--- config.mk ---
export PLATFORM = sky130hd
export DESIGN_NAME = framed_motor_command_decoder
export DESIGN_NICKNAME = d
export VERILOG_FILES = /design/src/rtl/fmcd_pkg.sv /design/src/rtl/fmcd_frame_store.sv /design/src/rtl/fmcd_decoder.sv /design/src/rtl/framed_motor_command_decoder.sv
export SDC_FILE = /design/constraint.sdc
export NUM_CORES = 1
export LEC_CHECK = 0
export BUFFER_PORTS_ARGS = -buffer_cell sky130_fd_sc_hd__buf_4
export CORE_MARGIN = 5
export CORE_UTILIZATION = 45
export CTS_CLUSTER_DIAMETER = 60
export DETAILED_ROUTE_END_ITERATION = 8
export GPL_TIMING_DRIVEN = 0
export PLACE_DENSITY = 0.63
export SLEW_MARGIN = 20
export SYNTH_ARGS = -nofsm -noshare
export SYNTH_HDL_FRONTEND = slang
export SYNTH_SLANG_ARGS = --single-unit
--- constraint.sdc ---
create_clock -name clk_i -period 13.9 [get_ports clk_i]
set_input_delay 2.78 -clock clk_i [delete_from_list [all_inputs] [get_ports clk_i]]
set_output_delay 2.78 -clock clk_i [all_outputs]
set_load 0.05 [all_outputs]
--- src/rtl/fmcd_pkg.sv ---
`default_nettype none
// ----------------------------------------------------------------------------
// fmcd_pkg
// Shared constants, types and decode helpers for the framed motor command
// decoder.
// ----------------------------------------------------------------------------
package fmcd_pkg;

  // Receive position wraps at this depth (17 .. 256)
  localparam int unsigned BufDepth = 128;
  localparam int unsigned PosW     = $clog2(BufDepth);

  // Only frame bytes 0 .. 16 are ever read
  localparam int unsigned FrameLen = 17;
  localparam int unsigned NumChan  = 4;
  localparam int unsigned NumCmp   = 2 * NumChan;
  localparam int unsigned CmpW     = 16;

  // Character codes
  localparam logic [7:0] CharStart = 8'h3C;  // '<'
  localparam logic [7:0] CharEnd   = 8'h3E;  // '>'
  localparam logic [7:0] CharMotor = 8'h4D;  // 'M'
  localparam logic [7:0] CharVolt  = 8'h56;  // 'V'
  localparam logic [7:0] CharDirA  = 8'h41;  // 'A'
  localparam logic [7:0] CharDirB  = 8'h42;  // 'B'
  localparam logic [7:0] CharZero  = 8'h30;  // '0'

  localparam logic [CmpW-1:0] WeightHundreds = 16'd100;
  localparam logic [CmpW-1:0] WeightTens     = 16'd10;

  // Result kind codes
  typedef enum logic {
    KIND_MOTOR = 1'b0,
    KIND_VOLT  = 1'b1
  } kind_e;

  typedef logic [FrameLen-1:0][7:0] frame_t;

  // One result transaction
  typedef struct packed {
    kind_e                     kind;
    logic [NumCmp-1:0][CmpW-1:0] cmp;
  } result_t;

  // Three ASCII digits to a value, modulo 2^16, no digit checks
  function automatic logic [CmpW-1:0] decode_digits(input logic [7:0] d0,
                                                    input logic [7:0] d1,
                                                    input logic [7:0] d2);
    logic [CmpW-1:0] v0;
    logic [CmpW-1:0] v1;
    logic [CmpW-1:0] v2;
    logic [CmpW-1:0] p0;
    logic [CmpW-1:0] p1;
    v0 = CmpW'(d0) - CmpW'(CharZero);
    v1 = CmpW'(d1) - CmpW'(CharZero);
    v2 = CmpW'(d2) - CmpW'(CharZero);
    p0 = v0 * WeightHundreds;
    p1 = v1 * WeightTens;
    return p0 + p1 + v2;
  endfunction

endpackage
`default_nettype wire

--- src/rtl/fmcd_frame_store.sv ---
`default_nettype none
// ----------------------------------------------------------------------------
// fmcd_frame_store
// Frame byte store and write position. Start bytes rewind the position,
// end bytes leave the store alone, all other bytes are kept when they land
// in the first FrameLen positions.
// ----------------------------------------------------------------------------
module fmcd_frame_store
  import fmcd_pkg::*;
(
  input  wire logic       clk_i,
  input  wire logic       rst_ni,
  input  wire logic       wr_en_i,
  input  wire logic [7:0] byte_i,
  output frame_t          frame_o
);

  frame_t          frame_q, frame_d;
  logic [PosW-1:0] pos_q, pos_d;

  // Update store and position for one byte
  always_comb begin
    frame_d = frame_q;
    pos_d   = pos_q;
    if (wr_en_i) begin
      if (byte_i == CharStart) begin
        pos_d = '0;
      end else if (byte_i != CharEnd) begin
        for (int unsigned i = 0; i < FrameLen; i++) begin
          if (pos_q == PosW'(i)) begin
            frame_d[i] = byte_i;
          end
        end
        if (pos_q == PosW'(BufDepth - 1)) begin
          pos_d = '0;
        end else begin
          pos_d = pos_q + PosW'(1);
        end
      end
    end
  end

  always_ff @(posedge clk_i or negedge rst_ni) begin
    if (!rst_ni) begin
      frame_q <= '0;
      pos_q   <= '0;
    end else begin
      frame_q <= frame_d;
      pos_q   <= pos_d;
    end
  end

  assign frame_o = frame_q;

endmodule
`default_nettype wire

--- src/rtl/fmcd_decoder.sv ---
`default_nettype none
// ----------------------------------------------------------------------------
// fmcd_decoder
// Frame decode on an end byte: motor compare update or voltage request.
// ----------------------------------------------------------------------------
module fmcd_decoder
  import fmcd_pkg::*;
(
  input  wire logic       is_end_i,
  input  wire frame_t     frame_i,
  output logic            res_valid_o,
  output result_t         res_o
);

  logic [NumChan-1:0][CmpW-1:0] value;
  logic [NumChan-1:0]           dir_a;
  logic [NumChan-1:0]           dir_b;

  // Decode each channel: direction byte then three digits
  always_comb begin
    for (int unsigned m = 0; m < NumChan; m++) begin
      dir_a[m] = (frame_i[1 + 4*m] == CharDirA);
      dir_b[m] = (frame_i[1 + 4*m] == CharDirB);
      value[m] = decode_digits(frame_i[2 + 4*m], frame_i[3 + 4*m], frame_i[4 + 4*m]);
    end
  end

  // Route values to compare slots; second timer has A and B swapped
  always_comb begin
    res_o       = '0;
    res_valid_o = 1'b0;
    if (is_end_i && frame_i[0] == CharMotor) begin
      res_valid_o = 1'b1;
      res_o.kind  = KIND_MOTOR;
      res_o.cmp[0] = dir_a[0] ? value[0] : '0;
      res_o.cmp[1] = dir_b[0] ? value[0] : '0;
      res_o.cmp[2] = dir_a[1] ? value[1] : '0;
      res_o.cmp[3] = dir_b[1] ? value[1] : '0;
      res_o.cmp[4] = dir_b[2] ? value[2] : '0;
      res_o.cmp[5] = dir_a[2] ? value[2] : '0;
      res_o.cmp[6] = dir_b[3] ? value[3] : '0;
      res_o.cmp[7] = dir_a[3] ? value[3] : '0;
    end else if (is_end_i && frame_i[0] == CharVolt) begin
      res_valid_o = 1'b1;
      res_o.kind  = KIND_VOLT;
    end
  end

endmodule
`default_nettype wire

--- src/rtl/framed_motor_command_decoder.sv ---
`default_nettype none
// ----------------------------------------------------------------------------
// framed_motor_command_decoder
// An end byte's result passes through the input register, then the result
// register. Throughput: one byte per cycle, set by the store update and
// decode between the two registers; an end byte that yields a result waits
// in the input register while an earlier result is held.
// Reset clears the frame store, the write position and both valid flags.
// ----------------------------------------------------------------------------
module framed_motor_command_decoder
  import fmcd_pkg::*;
(
  input  wire logic        clk_i,
  input  wire logic        rst_ni,
  input  wire logic        in_valid_i,
  output logic             in_ready_o,
  input  wire logic [7:0]  rx_byte_i,
  output logic             out_valid_o,
  input  wire logic        out_ready_i,
  output logic             kind_o,
  output logic [15:0]      cmp_a1_o,
  output logic [15:0]      cmp_b1_o,
  output logic [15:0]      cmp_a2_o,
  output logic [15:0]      cmp_b2_o,
  output logic [15:0]      cmp_b3_o,
  output logic [15:0]      cmp_a3_o,
  output logic [15:0]      cmp_b4_o,
  output logic [15:0]      cmp_a4_o
);

  logic       in_valid_q;
  logic [7:0] byte_q;
  logic       out_valid_q;
  result_t    res_q;

  frame_t     frame;
  logic       res_valid;
  result_t    res;
  logic       advance;

  // Retire the held byte unless its result would collide with a stalled one
  assign advance    = in_valid_q && (!res_valid || !out_valid_q || out_ready_i);
  assign in_ready_o = !in_valid_q || advance;

  // Input register
  always_ff @(posedge clk_i or negedge rst_ni) begin
    if (!rst_ni) begin
      in_valid_q <= 1'b0;
    end else if (in_ready_o) begin
      in_valid_q <= in_valid_i;
    end
  end

  always_ff @(posedge clk_i) begin
    if (in_valid_i && in_ready_o) begin
      byte_q <= rx_byte_i;
    end
  end

  fmcd_frame_store u_store (
    .clk_i   (clk_i),
    .rst_ni  (rst_ni),
    .wr_en_i (advance),
    .byte_i  (byte_q),
    .frame_o (frame)
  );

  fmcd_decoder u_decoder (
    .is_end_i    (in_valid_q && byte_q == CharEnd),
    .frame_i     (frame),
    .res_valid_o (res_valid),
    .res_o       (res)
  );

  // Result register: load a new result, drop a delivered one
  always_ff @(posedge clk_i or negedge rst_ni) begin
    if (!rst_ni) begin
      out_valid_q <= 1'b0;
    end else if (advance && res_valid) begin
      out_valid_q <= 1'b1;
    end else if (out_ready_i) begin
      out_valid_q <= 1'b0;
    end
  end

  always_ff @(posedge clk_i) begin
    if (advance && res_valid) begin
      res_q <= res;
    end
  end

  assign out_valid_o = out_valid_q;
  assign kind_o      = res_q.kind;
  assign cmp_a1_o    = res_q.cmp[0];
  assign cmp_b1_o    = res_q.cmp[1];
  assign cmp_a2_o    = res_q.cmp[2];
  assign cmp_b2_o    = res_q.cmp[3];
  assign cmp_b3_o    = res_q.cmp[4];
  assign cmp_a3_o    = res_q.cmp[5];
  assign cmp_b4_o    = res_q.cmp[6];
  assign cmp_a4_o    = res_q.cmp[7];

endmodule
`default_nettype wire

==> results.toml, run 1 <==
[outcome]
status = "completed"

[timing]
period_share_pct = 46.1
setup_viol_count_final = 0
tightest_slew_ps = 1080
period_minus_slack_ps = 6410
rsz0062_at_grt = "false"
finalMaxSlewViolations = 0
hold_viol_final = 0
skew_ps = 24.2
fmax_ghz = 0.156
maxSlewHeadroom_pct = 27.7
finalSetupTns_ps = 0

[route]
routedWlPerCell_um = 15.3
antenna_left = 0
vias = 13000
wirelength_mm = 39.2
initialDrtViolationCount = 661
dr.pass1.iters = 5
vias_per_cell = 5.05
drc = 0

[placement]
dp_hpwl_mm = 30.7
place_area_um2 = 21800
port_buffers = 142
gp_congestion = 0.831

[die]
die_h_um = 220
dieArea_um2 = 48400
ioPinCount = 143
rows = 77
core_um2 = 43900
die_w_um = 220
initial_core_util_pct = 45.1

[synth]
synth_cell_type_count = 76
synth_top_family_by_area = "adder cells"
synth_most_common_cell = "ha_1"
yosys.area.top_type = "edfxtp_1"
synth_ff_type = "dfrtp_1"
avgSynthCellArea_um2 = 11.2
synth_commonest_cells = "ha_1 (235), inv_1 (227), nor2_1 (166)"
synth-edff-count = 137
syn_inst = 1770
syn-num-nets = 2110
ys_seq_area_share_pct = 39.0
synth_seq_cells = 282
synth_fa_ha_area_share_pct = 24.2
synth-xor-area-share_pct = 6.67
async_flop_share_pct = 51.4
synth_compound_area_share_pct = 8.37
synthSimpleGateAreaFrac_pct = 9.05
synth.yosys.warnings = 0
synth_top_area_share_pct = 20.7
synth.area.top_cells = "edfxtp_1 (21%), dfrtp_1 (18%), ha_1 (15%), fa_1 (9.4%), mux2_1 (6.5%)"
synthMuxAreaShare_pct = 7.61
syn-cell-area_um2 = 19800

[worst_setup_path]
max_stage_delay_ps = 250
reg2reg_depth = 19
cp.arrival_ps = 3630
crit_top_cell = "buf_4"
critPathLaunchType = "primary input"
cp_top_family = "simple AND/OR/NAND/NOR gates"
crit_buf_inv = 3
cp_max_fo = 3
cp.required_ps = 11120
crit_path_end_kind = "output pin"
slowest_stage = "and3_1"
crit_type = "primary input to output pin"
crit_cells = 5
path_cells = "buf_4 > nor2b_1 > and3_1 > inv_1 > buf_4"
reg2reg_slack_ps = 8110
reg2reg_from = "u_store.frame_o[84]$_DFFE_PN0P_"
crit_start = "out_ready_i"

[cells_and_area]
fin_util_pct = 52.1
layout-drive-gt1-share_pct = 13.5
nFillCells = 3976
diodes = 0
area_growth_pct = 15.4
final_area_um2 = 22900
fin_nets = 2294

[clock_network]
cts_resized = 0
cts_buffers = 34
cts.clk_slew.worst_paths_ps = 50
htree_levels = 2
cts-root-buf = "clkbuf_16"
cts_buffer_depth = 3
cts_tree = "done"
post_cts_buffers = 0
hold_buffers = 0
clock-sinks = 282
clk_latency_ps = 540

[global_route]
track_usage_pct = 16.5
grt_overflow = 0
grt_max_degree = 74
grt_first_pass_wirelength_mm = 65.6
grt_pass1_vias = 13300
antenna_found_initial = 0

[worst_hold_path]
min_path_cells = 1
hold_start = "u_store.frame_o[78]$_DFFE_PN0P_"
hp-class = "flop to flop"

[job]
drv_cap = 0
## per-stage QoR
stage | std cells | setup slack, ps | hold slack (ps)
2_1_floorplan | 1770 | 5090 | 457
3_3_place_gp | 2504 | 2730 | 467
3_5_place_dp | 2510 | 7490 | 477
4_1_cts | 2570 | 7490 | 490
5_1_grt | 2570 | 7420 | 497
6_report | 2570 | 7490 | 486
## logic make-up after synthesis
group	Yosys count
AND/OR/NAND/NOR	356
adder cells (fa/ha/maj)	328
flip-flops	282
AO/OA/AOI/OAI	261
buffers and inverters	261
XOR/XNOR	148
multiplexers	134
## final cells by class
| class | count | area [µm²] | share of cell area, % |
|---|---|---|---|
| Tap cell | 592 | 741 | 3.24 |
| Sequential cell | 282 | 7740 | 33.8 |
| Clock inverter | 13 | 120 | 0.525 |
| Clock buffer | 47 | 961 | 4.20 |
| Timing Repair Buffer | 148 | 1220 | 5.32 |
| Multi-Input combinational cell | 1227 | 11100 | 48.5 |
| Buffer | 31 | 138 | 0.602 |
| Inverter | 230 | 863 | 3.77 |
## flip-flops by register name, summed over array words and instances (netlist names), 8 cells and up
register,count
u_store.frame_o,136
cmp_a1_o,16
cmp_a2_o,16
cmp_a3_o,16
cmp_a4_o,16
cmp_b1_o,16
cmp_b2_o,16
cmp_b3_o,16
cmp_b4_o,16
byte_q,8
## worst paths after layout
path | endpoint
setup / recovery | in_ready_o
hold / removal | u_store.frame_o[78]$_DFFE_PN0P_
setup reg to reg | cmp_a3_o[15]$_SDFFCE_PN0P_
hold reg to reg | u_store.frame_o[78]$_DFFE_PN0P_
max in group asynchronous | u_store.frame_o[134]$_DFFE_PN0P_
min in group asynchronous | u_store.frame_o[36]$_DFFE_PN0P_
## metal layers
layer	GRT usage, %	wire [µm]
met1	21.3	17400
met2	29.5	19900
met3	2.06	1220
met4	4.56	775
met5	0	0
## cells in the final DEF, fill, tap and decap left out, types with 5 or more instances in the layout
| cell type | n |
|---|---|
| a211oi_1 | 10 |
| a21o_1 | 33 |
| a21oi_1 | 73 |
| a31oi_1 | 10 |
| and2_1 | 6 |
| buf_2 | 12 |
| buf_4 | 142 |
| clkbuf_1 | 22 |
| clkbuf_16 | 35 |
| dfrtp_1 | 145 |
| edfxtp_1 | 137 |
| fa_1 | 93 |
| ha_1 | 235 |
| inv_1 | 227 |
| mux2_1 | 115 |
| mux2_2 | 19 |
| nand2_1 | 39 |
| nand2b_1 | 7 |
| nand3_1 | 20 |
| nand3_2 | 10 |
| nand3b_1 | 7 |
| nand4_1 | 7 |
| nor2_1 | 165 |
| nor2b_1 | 22 |
| nor3_1 | 28 |
| nor4_1 | 5 |
| o21a_1 | 19 |
| o21ai_0 | 47 |
| o21ai_1 | 18 |
| o21bai_1 | 15 |
| or3_1 | 8 |
| xnor2_1 | 75 |
| xor2_1 | 71 |
Power of run 1 is not shown: default switching activity piles up to over one toggle a cycle in this logic, so the estimate is an artifact.
==> run 2, diff against run 1 <==
ABC_AREA = 1   (was unset)
clock period = 6.65 ns   (was 13.9 ns; I/O delays follow)
==> run 2 against run 1 <==
Against the previous run: first-iteration DRC count is 15% higher; setup slack lost 6100 ps; sequential cell count stayed put; via count grew 16%; clock-buffer cell count is 4 higher; register-to-register slack lost 6800 ps; sequential share of layout area decreased by 0.57 points; core utilization increased by 0.43 points; non-clock buffer count grew 3; clock skew grew 9.4 ps; routed wire length increased by 14%.
==> results.toml, run 2 <==
[worst_hold_path]
min_path_cells = 2
hold_start = "u_store.frame_o[79]$_DFFE_PN0P_"
hp-class = "flop to flop"
hold_path_end = "u_store.frame_o[79]$_DFFE_PN0P_"

[clock_network]
cts-root-buf = "clkbuf_16"
cts_buffers = 36
post_cts_buffers = 0
clk_latency_ps = 550
cts_tree = "done"
hold_buffers = 0
clock-sinks = 282
cts.clk_slew.worst_paths_ps = 70
htree_levels = 2
cts_buffer_depth = 3
cts_resized = 0

[synth]
yosys.area.top_type = "edfxtp_1"
synth.area.top_cells = "edfxtp_1 (20%), dfrtp_1 (18%), ha_1 (15%), fa_1 (9.2%), nand2_1 (7.6%)"
synth_top_area_share_pct = 20.4
avgSynthCellArea_um2 = 9.01
synth_commonest_cells = "nand2_1 (409), inv_1 (369), ha_1 (235)"
ys_seq_area_share_pct = 38.3
async_flop_share_pct = 51.4
synth-edff-count = 137
synth_seq_cells = 282
syn-cell-area_um2 = 20200
syn-num-nets = 2584
synth.yosys.warnings = 0
synth_cell_type_count = 39
synth_most_common_cell = "nand2_1"
synth_ff_type = "dfrtp_1"
syn_inst = 2244

[placement]
gp_congestion = 0.855
port_buffers = 142
dp_hpwl_mm = 35.0
dpl.cell_count = 2980

[global_route]
track_usage_pct = 18.3
grt_overflow = 0
grt_pass1_vias = 15100
grt_max_degree = 83
antenna_found_initial = 0
grt_first_pass_wirelength_mm = 75.1

[timing]
fmax_ghz = 0.188
skew_ps = 33.6
tightest_slew_ps = 865
hold_viol_final = 0
period_share_pct = 79.8
period_minus_slack_ps = 5310
rsz0062_at_grt = "false"
finalSetupTns_ps = 0
setup_viol_count_final = 0
finalMaxSlewViolations = 0
maxSlewHeadroom_pct = 41.9

[job]
drv_cap = 0

[route]
dr.pass1.iters = 5
antenna_left = 0
initialDrtViolationCount = 760
routedWlPerCell_um = 14.7
vias = 15100
vias_per_cell = 4.94
dr_wl_met2_mm = 21.8
top_layer_used = "met4"
drc = 0
wirelength_mm = 44.6
wl_met3_mm = 1.65
wl_met1_mm = 20.3

[worst_setup_path]
cp.arrival_ps = 5580
critPathLaunchType = "flop"
reg2reg_depth = 25
reg2reg_from = "u_store.frame_o[52]$_DFFE_PN0P_"
reg2reg_slack_ps = 1340
cp_max_fo = 6
crit_type = "flop to flop"
crit_path_end_kind = "flop"
cp.required_ps = 6920
r2r_end = "cmp_b2_o[15]$_SDFFCE_PN0P_"

[die]
dieArea_um2 = 49300
die_w_um = 222
initial_core_util_pct = 45.6
rows = 77
ioPinCount = 143
core_um2 = 44300
die_h_um = 222

[cells_and_area]
diodes = 0
layout_commonest_cell = "nand2_1"
fin_nets = 2766
regArea_um2 = 7740
layout-drive-gt1-share_pct = 9.94
final_cell_mix = "nand2_1 (409), inv_1 (368), ha_1 (235)"
stdcell_count = 3046
multi_input_area_um2 = 10900
nFillCells = 4124
area_growth_pct = 15.1
largest_register_ffs = 136

[outcome]
status = "completed"
-- run 2: cell families (layout without fill, tap and decap cells) --
kind of cell             Yosys count  count (layout)  synth area share [%]
flip-flops                       282             282                  38.3
adder cells (fa/ha/maj)          328             328                  23.8
buffers and inverters            407             617                  7.86
XOR/XNOR                         130             130                  5.63
AND/OR/NAND/NOR                  784             784                  16.2
AO/OA/AOI/OAI                    313             313                  8.21
-- run 2: per-stage QoR --
stage	util, %	setup slack, ps	cell area, µm²	hold WS (ps)
4_1_cts	52.5	1320	23300	486
3_3_place_gp	49.7	717	22000	460
3_5_place_dp	49.8	1350	22100	471
5_1_grt	52.5	972	23300	508
2_1_floorplan	-	1810	20200	444
6_report	52.5	1340	23300	479
-- run 2: worst max path at each step --
stage / from / endpoint / depth (start not counted)
floorplan: out_ready_i / cmp_a1_o[0]$_SDFFCE_PN0P_ / 6
global placement: out_ready_i / cmp_a4_o[15]$_SDFFCE_PN0P_ / 7
detailed placement: u_store.frame_o[116]$_DFFE_PN0P_ / cmp_a4_o[15]$_SDFFCE_PN0P_ / 26
CTS: u_store.frame_o[116]$_DFFE_PN0P_ / cmp_a4_o[15]$_SDFFCE_PN0P_ / 26
global route: u_store.frame_o[84]$_DFFE_PN0P_ / cmp_b3_o[14]$_SDFFCE_PN0P_ / 21
finish: u_store.frame_o[52]$_DFFE_PN0P_ / cmp_b2_o[15]$_SDFFCE_PN0P_ / 25
-- run 2: per-layer routing --
| metal | up-vias | track usage, % |
|---|---|---|
| met2 | 212 | 31.6 |
| li1 | 7648 | - |
| met4 | 0 | 4.91 |
| met3 | 53 | 2.79 |
| met1 | 7149 | 24.1 |
| met5 | - | 0 |
-- run 2: worst max-delay path, cell delays in order (launching register included) --
cell and delay, ps:
dfrtp_1 440, ha_1 230, or2_2 280, nand2_1 210, ha_1 280, ha_1 280, inv_1 50, fa_1 490
inv_1 40, ha_1 330, a21oi_1 240, o21bai_1 90, a21oi_1 190, inv_1 60, nand2_1 50, nand2_1 70
fa_1 480, inv_1 40, ha_1 350, nand2_1 70, nor2_1 130, nand2_1 70, o21ai_0 320, nand3_1 120
nand2_1 100, nor2_1 40
-- run 2: cell type report --
class	instances	share of cell area, %
multi-input cells	1555	46.8
flip-flops and latches	282	33.3
inverters	369	5.97
repair buffers	144	4.85
clock buffers	51	4.57
well taps	592	3.18
plain buffers	38	0.871
clock inverters	15	0.527
Power of run 2 is left out for the same reason.
==> run 3, diff against run 2 <==
PLACE_DENSITY = 0.66   (was 0.63)
clock period = 4.7 ns   (was 6.65 ns; I/O delays follow)
==> run 3 against run 2 <==
Against the previous run: the flow now finishes with violations (setup timing); critical path depth increased by 1; final cell count grew 2.3%; clock skew grew 2.8 ps; maximum frequency is 9.3% higher; largest cell class unchanged; core utilization grew 4.9 points; critical endpoint is now cmp_b4_o[15]$_SDFFCE_PN0P_; first-iteration DRC count rose by 5.1%; register-to-register slack got worse by 1500 ps; sequential share of layout area down 2.8 points; hold slack got worse by 140 ps; critical path type unchanged; global-route usage rose by 0.29 points.
==> results.toml, run 3 (synthesis gave the netlist of run 2 again) <==
[outcome]
status = "finished, violations left"
violations = "setup timing"

[timing]
setup_ws_ps = -154
rsz0062_at_grt = "true"
period_share_pct = 103
fmax_ghz = 0.206
skew_ps = 36.4
setup_viol_count_final = 2
hold_viol_final = 0
finalMaxSlewViolations = 0
period_minus_slack_ps = 4850
tightest_slew_ps = 796
holdWs_ps = 338
maxSlewHeadroom_pct = 46.7

[die]
ioPinCount = 143
core_um2 = 44300
die_w_um = 222
rows = 77
die_h_um = 222
dieArea_um2 = 49300
initial_core_util_pct = 45.6

[route]
vias = 15700
dr_wl_met2_mm = 26.0
wirelength_mm = 49.2
wl_met3_mm = 1.69
top_layer_used = "met4"
vias_per_cell = 5.04
drc = 0
initialDrtViolationCount = 799
antenna_left = 0
routedWlPerCell_um = 15.8
wl_met1_mm = 20.3
dr.pass1.iters = 5

[worst_setup_path]
critPathLaunchType = "flop"
cp_max_fo = 5
r2r_end = "cmp_b4_o[15]$_SDFFCE_PN0P_"
crit_type = "flop to flop"
crit_buf_inv = 7
reg2reg_slack_ps = -150
cp.required_ps = 4980
crit_top_cell = "ha_4"
cp_top_family = "adder cells"
reg2reg_depth = 26
crit_path_end_kind = "flop"
crit_cells = 26
max_stage_delay_ps = 530
crit_end = "cmp_b4_o[15]$_SDFFCE_PN0P_"
crit_start = "u_store.frame_o[116]$_DFFE_PN0P_"
slowest_stage = "fa_1"
reg2reg_from = "u_store.frame_o[116]$_DFFE_PN0P_"
cp.arrival_ps = 5130

[global_route]
grt_pass1_vias = 15400
antenna_found_initial = 0
grt_first_pass_wirelength_mm = 76.2
track_usage_pct = 18.6
grt_max_degree = 80
grt_overflow = 0

[clock_network]
cts_tree = "done"
cts.clk_slew.worst_paths_ps = 60
htree_levels = 2
cts_buffers = 35
hold_buffers = 0
clk_latency_ps = 550
cts-root-buf = "clkbuf_16"
clock-sinks = 282
cts_buffer_depth = 3

[cells_and_area]
largest_register_ffs = 136
stdcell_count = 3116
final_cell_mix = "nand2_1 (375), inv_1 (316), buf_4 (221)"
final_area_um2 = 25500
layout-drive-gt1-share_pct = 22.4
diodes = 0
fin_nets = 2840
layout_commonest_cell = "nand2_1"
area_growth_pct = 25.9

[placement]
place_area_um2 = 22100
dp_hpwl_mm = 34.8
gp_congestion = 0.887
port_buffers = 142
pre_cts_ws_ps = -542
dpl.cell_count = 2980

[worst_hold_path]
hp-class = "primary input to async pin"

[job]
drv_cap = 0
-- run 3: cell types whose count changed in the layout (fill, tap and decap cells not counted), sizes merged --
cell and change:
clkinvlp +3, inv -1, bufinv +5, buf +75
clkinv -2, clkbuf -10
-- run 3: cell type report --
class	instances	area, µm²
tap	592	741
clock buffer	41	930
buffer	38	203
fill	3767	18900
sequential	282	7760
clock inverter	20	302
inverter	369	1410
timing repair buffer	219	1710
multi-input combinational	1555	12400
-- run 3: worst min path at each step --
| stage | slack, ps | cells after the start | endpoint | from |
|---|---|---|---|---|
| global placement | 460 | 2 | u_store.frame_o[111]$_DFFE_PN0P_ | u_store.frame_o[111]$_DFFE_PN0P_ |
| CTS | 340 | 1 | u_store.frame_o[64]$_DFFE_PN0P_ | rst_ni |
| detailed placement | 470 | 2 | u_store.frame_o[111]$_DFFE_PN0P_ | u_store.frame_o[111]$_DFFE_PN0P_ |
| global route | 370 | 1 | u_store.frame_o[66]$_DFFE_PN0P_ | rst_ni |
| finish | 340 | 1 | u_store.frame_o[66]$_DFFE_PN0P_ | rst_ni |
| floorplan | 440 | 2 | u_store.frame_o[111]$_DFFE_PN0P_ | u_store.frame_o[111]$_DFFE_PN0P_ |
-- run 3: per-stage QoR --
step	TNS [ps]	utilization [%]
after floorplan	0	-
after global placement	-119080	49.7
after detailed placement	-7400	49.9
after CTS	-103	54.1
after global routing	-3570	57.4
final	-306	57.4
-- run 3: worst register-to-register path, delay by kind of cell, from the launching register on --
family / cells / cell delay (ps)
and+or+nand+nor: 7 / 710
buffers and inverters: 7 / 370
xor gates and xnor gates: 2 / 400
AOI/OAI and AO/OA: 3 / 340
DFF: 1 / 490
adders and majority gates: 7 / 2280
-- run 3: what timing repair did --
| item | in CTS | in global routing |
|---|---|---|
| setup endpoints to repair | 30 | 30 |
| pin swaps | 31 | 153 |
| gates resized for setup | 92 | 211 |
| buffers inserted | 22 | 54 |
-- run 3: per-layer routing --
layer	GRT usage, %	vias up
li1	-	7769
met2	33.6	270
met4	4.33	0
met5	0	-
met3	3.01	88
met1	23.3	7589
Power of run 3 is left out for the same reason.
